$ cat src/rtl/bpcg_pkg.sv
// Shared types and constants for the banked PCG64 generator.
// Holds the word layouts, operation codes and LCG constants; no dependencies.
package bpcg_pkg;

    typedef enum logic [1:0] {
        OP_DRAW = 2'd0,
        OP_ADV  = 2'd1,
        OP_INIT = 2'd2,
        OP_NONE = 2'd3
    } t_op;

    typedef enum logic [1:0] {
        ERR_OK    = 2'd0,
        ERR_INIT  = 2'd1,
        ERR_RANGE = 2'd2
    } t_err;

    typedef enum logic [2:0] {
        MOP_STEP = 3'd0,
        MOP_AM   = 3'd1,
        MOP_AP   = 3'd2,
        MOP_CP   = 3'd3,
        MOP_CM   = 3'd4,
        MOP_FIN  = 3'd5
    } t_mop;

    typedef struct packed {
        t_op         opcode;
        logic [10:0] slice;
        logic [63:0] skip;
    } t_in;

    typedef struct packed {
        logic [63:0] fraction;
        logic        is_one;
        t_err        error;
    } t_out;

    typedef struct packed {
        logic latch;
        logic mem_rd;
        logic s_from_rd;
        logic s_from_seed;
        logic jump_init;
        logic use_gap;
        logic delta_shift;
        logic mul_start;
        t_mop mop;
        logic mem_wr;
        logic use_idx;
        logic idx_clr;
        logic idx_inc;
        logic cnt_load;
        logic res_load;
        logic res_draw;
        t_err err;
    } t_cmd;

    typedef struct packed {
        t_op  op;
        logic oob;
        logic delta_zero;
        logic delta_lsb;
        logic mul_done;
        logic idx_last;
    } t_sts;

    localparam logic [127:0] LCG_MULT = {64'd2549297995355413924, 64'd4865540595714422341};
    localparam logic [127:0] LCG_INC  = {64'd6364136223846793005, 64'd1442695040888963407};

    localparam logic [3:0] PP_LAST = 4'd10;

    // Limb pairs {i, j} with i + j below four, in issue order.
    function automatic logic [3:0] pp_sel(input logic [3:0] k);
        logic [3:0] r;
        case (k)
            4'd0:    r = {2'd0, 2'd0};
            4'd1:    r = {2'd0, 2'd1};
            4'd2:    r = {2'd1, 2'd0};
            4'd3:    r = {2'd0, 2'd2};
            4'd4:    r = {2'd1, 2'd1};
            4'd5:    r = {2'd2, 2'd0};
            4'd6:    r = {2'd0, 2'd3};
            4'd7:    r = {2'd1, 2'd2};
            4'd8:    r = {2'd2, 2'd1};
            4'd9:    r = {2'd3, 2'd0};
            default: r = 4'd0;
        endcase
        return r;
    endfunction

endpackage

$ cat src/rtl/bpcg_ctrl.sv
// Controller: sequences draws, jump-ahead loops and bank initialization.
// Drives the datapath through command and status words; depends on bpcg_pkg.
module bpcg_ctrl (
    input  logic           i_clk,
    input  logic           i_rst_n,
    input  logic           i_start,
    input  bpcg_pkg::t_op  i_op,
    input  bpcg_pkg::t_sts i_sts,
    output bpcg_pkg::t_cmd o_cmd,
    output logic           o_busy
);
    import bpcg_pkg::*;

    typedef enum logic [2:0] {
        S_IDLE,
        S_LD,
        S_GO,
        S_JCHK,
        S_MWAIT,
        S_WR
    } t_state;

    t_state r_state, n_state;
    t_mop   r_mop;
    logic   r_ready, n_ready;
    t_cmd   cmd;

    always_comb begin
        n_state = r_state;
        n_ready = r_ready;
        cmd     = '0;
        unique case (r_state)
            S_IDLE: begin
                if (i_start) begin
                    cmd.latch = 1'b1;
                    unique case (i_op)
                        OP_INIT: begin
                            if (r_ready) begin
                                cmd.res_load = 1'b1;
                                cmd.err      = ERR_OK;
                            end else begin
                                cmd.cnt_load    = 1'b1;
                                cmd.s_from_seed = 1'b1;
                                cmd.idx_clr     = 1'b1;
                                n_state         = S_GO;
                            end
                        end
                        OP_DRAW, OP_ADV: begin
                            if (!r_ready) begin
                                cmd.res_load = 1'b1;
                                cmd.err      = ERR_INIT;
                            end else if (i_sts.oob) begin
                                cmd.res_load = 1'b1;
                                cmd.err      = ERR_RANGE;
                            end else begin
                                cmd.mem_rd = 1'b1;
                                n_state    = S_LD;
                            end
                        end
                        default: begin
                            cmd.res_load = 1'b1;
                            cmd.err      = ERR_OK;
                        end
                    endcase
                end
            end
            S_LD: begin
                cmd.s_from_rd = 1'b1;
                n_state       = S_GO;
            end
            S_GO: begin
                if (i_sts.op == OP_ADV) begin
                    cmd.jump_init = 1'b1;
                    n_state       = S_JCHK;
                end else begin
                    cmd.mul_start = 1'b1;
                    cmd.mop       = MOP_STEP;
                    n_state       = S_MWAIT;
                end
            end
            S_JCHK: begin
                cmd.mul_start = 1'b1;
                if (i_sts.delta_zero) begin
                    cmd.mop = MOP_FIN;
                end else if (i_sts.delta_lsb) begin
                    cmd.mop = MOP_AM;
                end else begin
                    cmd.mop = MOP_CP;
                end
                n_state = S_MWAIT;
            end
            S_MWAIT: begin
                if (i_sts.mul_done) begin
                    case (r_mop)
                        MOP_AM: begin
                            cmd.mul_start = 1'b1;
                            cmd.mop       = MOP_AP;
                        end
                        MOP_AP: begin
                            cmd.mul_start = 1'b1;
                            cmd.mop       = MOP_CP;
                        end
                        MOP_CP: begin
                            cmd.mul_start = 1'b1;
                            cmd.mop       = MOP_CM;
                        end
                        MOP_CM: begin
                            cmd.delta_shift = 1'b1;
                            n_state         = S_JCHK;
                        end
                        default: n_state = S_WR;
                    endcase
                end
            end
            S_WR: begin
                cmd.mem_wr  = 1'b1;
                cmd.use_idx = (i_sts.op == OP_INIT);
                if (i_sts.op == OP_INIT) begin
                    if (i_sts.idx_last) begin
                        n_ready      = 1'b1;
                        cmd.res_load = 1'b1;
                        cmd.err      = ERR_OK;
                        n_state      = S_IDLE;
                    end else begin
                        cmd.idx_inc   = 1'b1;
                        cmd.jump_init = 1'b1;
                        cmd.use_gap   = 1'b1;
                        n_state       = S_JCHK;
                    end
                end else begin
                    cmd.res_load = 1'b1;
                    cmd.res_draw = (i_sts.op == OP_DRAW);
                    cmd.err      = ERR_OK;
                    n_state      = S_IDLE;
                end
            end
            default: n_state = S_IDLE;
        endcase
    end

    always_ff @(posedge i_clk) begin
        if (!i_rst_n) begin
            r_state <= S_IDLE;
            r_ready <= 1'b0;
            r_mop   <= MOP_STEP;
        end else begin
            r_state <= n_state;
            r_ready <= n_ready;
            if (cmd.mul_start) begin
                r_mop <= cmd.mop;
            end
        end
    end

    assign o_cmd  = cmd;
    assign o_busy = (r_state != S_IDLE);

`ifndef NO_ASSERTIONS
    a_done_in_wait: assert property (@(posedge i_clk) disable iff (!i_rst_n)
        i_sts.mul_done |-> r_state == S_MWAIT)
        else $error("Multiplier finished outside the wait state.");
    a_res_idle: assert property (@(posedge i_clk) disable iff (!i_rst_n)
        cmd.res_load |=> r_state == S_IDLE)
        else $error("Result issued without returning to idle.");
    a_ready_sticks: assert property (@(posedge i_clk) disable iff (!i_rst_n)
        r_ready |=> r_ready)
        else $error("Bank ready flag dropped without reset.");
    a_start_clears_done: assert property (@(posedge i_clk) disable iff (!i_rst_n)
        cmd.mul_start |=> !i_sts.mul_done)
        else $error("Multiplier reported done right after a start.");
`endif

endmodule

$ cat config.mk
export PLATFORM = sky130hd
export DESIGN_NAME = bpcg_ctrl
export DESIGN_NICKNAME = d
export VERILOG_FILES = /design/src/rtl/bpcg_pkg.sv /design/src/rtl/bpcg_ctrl.sv
export SDC_FILE = /design/constraint.sdc
export NUM_CORES = 1
export LEC_CHECK = 0
export ABC_AREA = 1
export ABC_CLOCK_PERIOD_IN_PS = 3100
export BUFFER_PORTS_ARGS = -buffer_cell sky130_fd_sc_hd__buf_2
export CAP_MARGIN = 20
export CORE_MARGIN = 3
export CORE_UTILIZATION = 47
export DETAILED_ROUTE_END_ITERATION = 6
export GPL_ROUTABILITY_DRIVEN = 0
export PLACE_DENSITY_LB_ADDON = 0.12
export REMOVE_ABC_BUFFERS = 1
export SETUP_SLACK_MARGIN = 0.3
export SYNTH_ARGS = -nofsm -noshare
export SYNTH_HDL_FRONTEND = slang
export SYNTH_SLANG_ARGS = --single-unit
export TNS_END_PERCENT = 50
$ cat constraint.sdc
create_clock -name i_clk -period 3.1 [get_ports i_clk]
set_input_delay 0.155 -clock i_clk [delete_from_list [all_inputs] [get_ports i_clk]]
set_output_delay 0.155 -clock i_clk [all_outputs]
set_load 0.01 [all_outputs]
# Word level (Yosys, flattened, before mapping)
# Cells that the tools add are included.
[classes] eq_ne=20 n_mux=54 reduce_logical=8
[ops] cell="2-to-1 mux 2 bit" n=13
[ops] cell="2-to-1 mux 3 bit" n=8
[ops] cell="one-hot mux 4 bit (3 select lines)" n=2
[ops] cell="2-to-1 mux 1 bit" n=23
[ops] cell="one-hot mux 3 bit (6 select lines)" n=1
[ops] cell="== test 3 x 2 -> 1 bit, second input constant" n=4
[ops] cell="one-hot mux 3 bit (2 select lines)" n=2
[ops] cell="== test 3 bit, second input constant" n=3
[ops] cell="!= test 3 bit, second input constant" n=3
[ops] cell="AND reduction 7 bit" n=1
[ops] cell="== test 3 x 1 -> 1 bit, second input constant" n=2
[ops] cell="!= test 2 bit, second input constant" n=3
[ops] cell="one-hot mux 1 bit (2 select lines)" n=3
[ops] cell="2-to-1 mux 5 bit" n=1
[ops] cell="== test 2 x 1 -> 1 bit, second input constant" n=2
[ops] cell="== test 2 bit, second input constant" n=2
[ops] cell="zero test 2 bit" n=2
[ops] cell="2-to-1 mux 4 bit" n=1
[ops] cell="zero test 3 bit" n=1
[ops] cell="!= test 3 x 1 -> 1 bit, second input constant" n=1
[ops] cell="AND reduction 3 bit" n=1
[ops] cell="nonzero test 3 bit" n=1
[ops] cell="OR reduction 3 bit" n=1
[ops] cell="OR reduction 2 bit" n=1
[totals] reg_bits=7 in_bits=12

# Longest topological paths before layout
[logic_depth] word_depth=5 ltp_mapped=9 ltp_nobuf=9

# Worst setup path before layout
# OpenSTA, ideal clock, no wires.
[synth_timing] path_type="register to output" start="register r_state[0]" end="output o_cmd[16] in the netlist's numbering" t_arrival_ns=1.177 t_required_ns=2.945 setup_slack_ns=1.768 path_stages_with_launch=7 n_path_buf=1 path_cell_list="dfxtp_1 -> inv_1 -> nand2_1 -> nor2_2 -> nand2_1 -> nor2_1 -> buf_4"
[synth_lines] item="start: declaration" line="bpcg_ctrl.sv:23" source="t_state r_state, n_state;"
[synth_lines] item="start signal: assignment" line="bpcg_ctrl.sv:147" source="r_state <= n_state;"
[synth_lines] item="end: declaration" line="bpcg_ctrl.sv:9" source="output bpcg_pkg::t_cmd o_cmd,"

==> impl_metrics.toml <==
[pwr]
seq_power_share_pct = 42.1
post-layout-total-power_mw = 0.225
power.switching_mw = 0.0644
switching_share_pct = 28.6
power_frac_comb_pct = 22.6
power.ir.vdd_worst_mv = 0.210
power-per-cell-area_nw_per_um2 = 278
internal-power_mw = 0.161
p_clk_share_pct = 35.3
total_leakage_power_nw = 0.484

[timing]
setup_slack_ns = 1.43
hold_slack_ns = 0.170
period_minus_slack_ns = 1.67
timing.setup.tns_ns = 0
worst_slew_pin_slew_ns = 0.341
slew-limit-headroom_pct = 77.3
setup_viol_count_final = 0
max_clock_freq_mhz = 601
rsz0062_at_grt = "false"
worst_clock_skew_ns = 0.00164
hold_viol = 0
post-route-period-util_pct = 53.7
final_max_slew_viol_count = 0

[die]
die-area_um2 = 1830
count_of_pins_on_the_block_boundary = 33
dieWidth_um = 42.8
die_height_um = 42.8
row_count = 12
initial_core_util_pct = 53.7
core_area_um2 = 1190

[logic_synthesis]
syn_area_per_cell_um2 = 5.90
ys_seq_area_share_pct = 22.0
synthesis.area_um2 = 637
yosysUniqueCellTypes = 21
yosys_register_bits = 7
syn_inst = 108
synthesis.yosys.warnings = 0

[setup_path]
worstPathArrival_ns = 1.51
required_ns = 2.94
critical_path_peak_fanout = 5
critical_path_class = "register to output port"
timing.critical_path.from_type = "register"
setup.worst_path.end_class = "output port"

[cts]
clock_tree.htree_level_count = 1
tritoncts = "yes"
clock_path_buffers = 2
clkSinkCount = 7
worst_skew_pair.late_latency_ns = 0.25
cts-buffers-inserted = 3
post_cts_hold_buffer_count = 0
cts.reportedPaths.clkPinSlew_ns = 0.05
cts_root_buf = "sky130_fd_sc_hd__clkbuf_4"
cts-resized-gates = 0
cts_setup_buffers = 0

[finish]
layout.core_utilization_pct = 68.4
synthToLayoutAreaGrowth_pct = 27.3
fin_nets = 153
multi_input_area_um2 = 394
antenna-diode-count = 0
layout-drive-gt1-share_pct = 36.4
n_fill_cell = 130
final_design_area_no_fill_um2 = 811
final-instance-count-excl-fill = 154
reg_area_um2 = 140

[routing]
drt-initial-drc-count = 27
vias = 743
drt_pass1_iterations = 4
drtAntennaViolNets = 0
drt-wirelength-per-cell_um = 10.1
vias_per_cell = 4.82
wirelength_um = 1560
drc_violation_count_after_routing = 0

[worst_hold_path]
class_of_the_most_critical_hold_timing_path = "primary input to register"

[global_routing]
number_of_antenna_violations_at_the_first_check_in_global_routing = 0
grt_pass1_vias = 621
grt_first_pass_wirelength_um = 2600
total_grt_overflow = 0
grt_max_degree = 9
grt.total_usage_pct = 18.2

[run]
timing.max_cap.violations = 0

[status]
result_of_the_run = "complete, no violations"

[placed_design]
placement.io_buffers = 32
dp_worst_setup_slack_ns = 1.70
placedCellCount = 150
hpwl_um = 1350
detailed_place.area_um2 = 785
[registers in the layout, indices dropped and copies added (netlist names)]
register	count
r_ready	1
r_state	3
r_mop	3
[cell usage after synthesis]
library cell | instances | share of area (%)
sky130_fd_sc_hd__nor2_2 | 4 | 3.9
sky130_fd_sc_hd__dfxtp_1 | 7 | 22
sky130_fd_sc_hd__nand4_1 | 1 | 0.98
sky130_fd_sc_hd__o21ai_1 | 2 | 1.6
sky130_fd_sc_hd__o21ai_0 | 2 | 1.6
sky130_fd_sc_hd__nor2_4 | 3 | 5.3
sky130_fd_sc_hd__clkinv_2 | 1 | 0.79
sky130_fd_sc_hd__o21bai_1 | 1 | 1.2
sky130_fd_sc_hd__nor4_1 | 1 | 0.98
sky130_fd_sc_hd__a21boi_2 | 1 | 1.8
sky130_fd_sc_hd__a21oi_1 | 5 | 3.9
sky130_fd_sc_hd__inv_1 | 16 | 9.4
sky130_fd_sc_hd__nand3_1 | 12 | 9.4
sky130_fd_sc_hd__nor3_1 | 4 | 3.1
sky130_fd_sc_hd__nand2_1 | 20 | 12
sky130_fd_sc_hd__nand2_2 | 4 | 3.9
sky130_fd_sc_hd__nor3b_1 | 1 | 1.2
sky130_fd_sc_hd__buf_4 | 4 | 4.7
sky130_fd_sc_hd__nor2_1 | 16 | 9.4
sky130_fd_sc_hd__inv_2 | 2 | 1.2
sky130_fd_sc_hd__nand2_4 | 1 | 1.8
[cell usage in the layout (no fill, tap or decap), drive strengths merged]
cell type | netlist | routed
a21boi | 1 | 1
a21oi | 5 | 5
buf | 4 | 32
clkbuf | 0 | 4
clkinv | 1 | 1
dfxtp | 7 | 7
inv | 18 | 18
nand2 | 25 | 25
nand3 | 12 | 12
nand4 | 1 | 1
nor2 | 23 | 23
nor3 | 4 | 4
nor3b | 1 | 1
nor4 | 1 | 1
o21ai | 4 | 4
o21bai | 1 | 1
[worst paths after layout]
kind,cells past startpoint,end,slack [ns],from
max,6,o_cmd[1],1.43,r_state[0]
min,3,r_mop[1],0.17,i_rst_n
min reg2reg,2,r_ready,0.51,r_ready
max reg2reg,8,r_state[0],1.83,r_state[2]
[critical path, stage by stage (launching register included)]
cell	delay [ns]
sky130_fd_sc_hd__dfxtp_1	0.37
sky130_fd_sc_hd__inv_1	0.12
sky130_fd_sc_hd__nand2_1	0.07
sky130_fd_sc_hd__nor2_2	0.16
sky130_fd_sc_hd__nand2_1	0.16
sky130_fd_sc_hd__nor4_1	0.20
sky130_fd_sc_hd__buf_2	0.18
[final cells by class]
class / count / share of cell area (%)
Multi-Input combinational cell: 78 / 48.6
Timing Repair Buffer: 32 / 19.8
Sequential cell: 7 / 17.3
Inverter: 19 / 8.95
Clock buffer: 4 / 3.24
Tap cell: 14 / 2.16
[cells by family after synthesis]
| kind of cell | count (synthesis) | synth area share [%] |
|---|---|---|
| buffers and inverters | 23 | 16.1 |
| flip-flops | 7 | 22.0 |
| AO/OA/AOI/OAI | 11 | 10.0 |
| AND/OR/NAND/NOR | 67 | 51.9 |
[power by group through the flow]
stage	clock network, mW	registers, mW	logic, mW
2_1_floorplan	0	0.0959	0.0304
3_3_place_gp	0	0.0965	0.0499
3_5_place_dp	0	0.0966	0.0509
4_1_cts	0.0842	0.0948	0.0511
5_1_grt	0.0921	0.0949	0.0578
6_report	0.0797	0.0949	0.0509
[metal layers]
metal | track usage [%] | part of all wire [%]
met1 | 26.2 | 47
met2 | 26.6 | 47
met3 | 2.54 | 5.3
met4 | 7.45 | 1.1
met5 | 0 | 0
No activity file was read; power rests on OpenSTA's default activity.
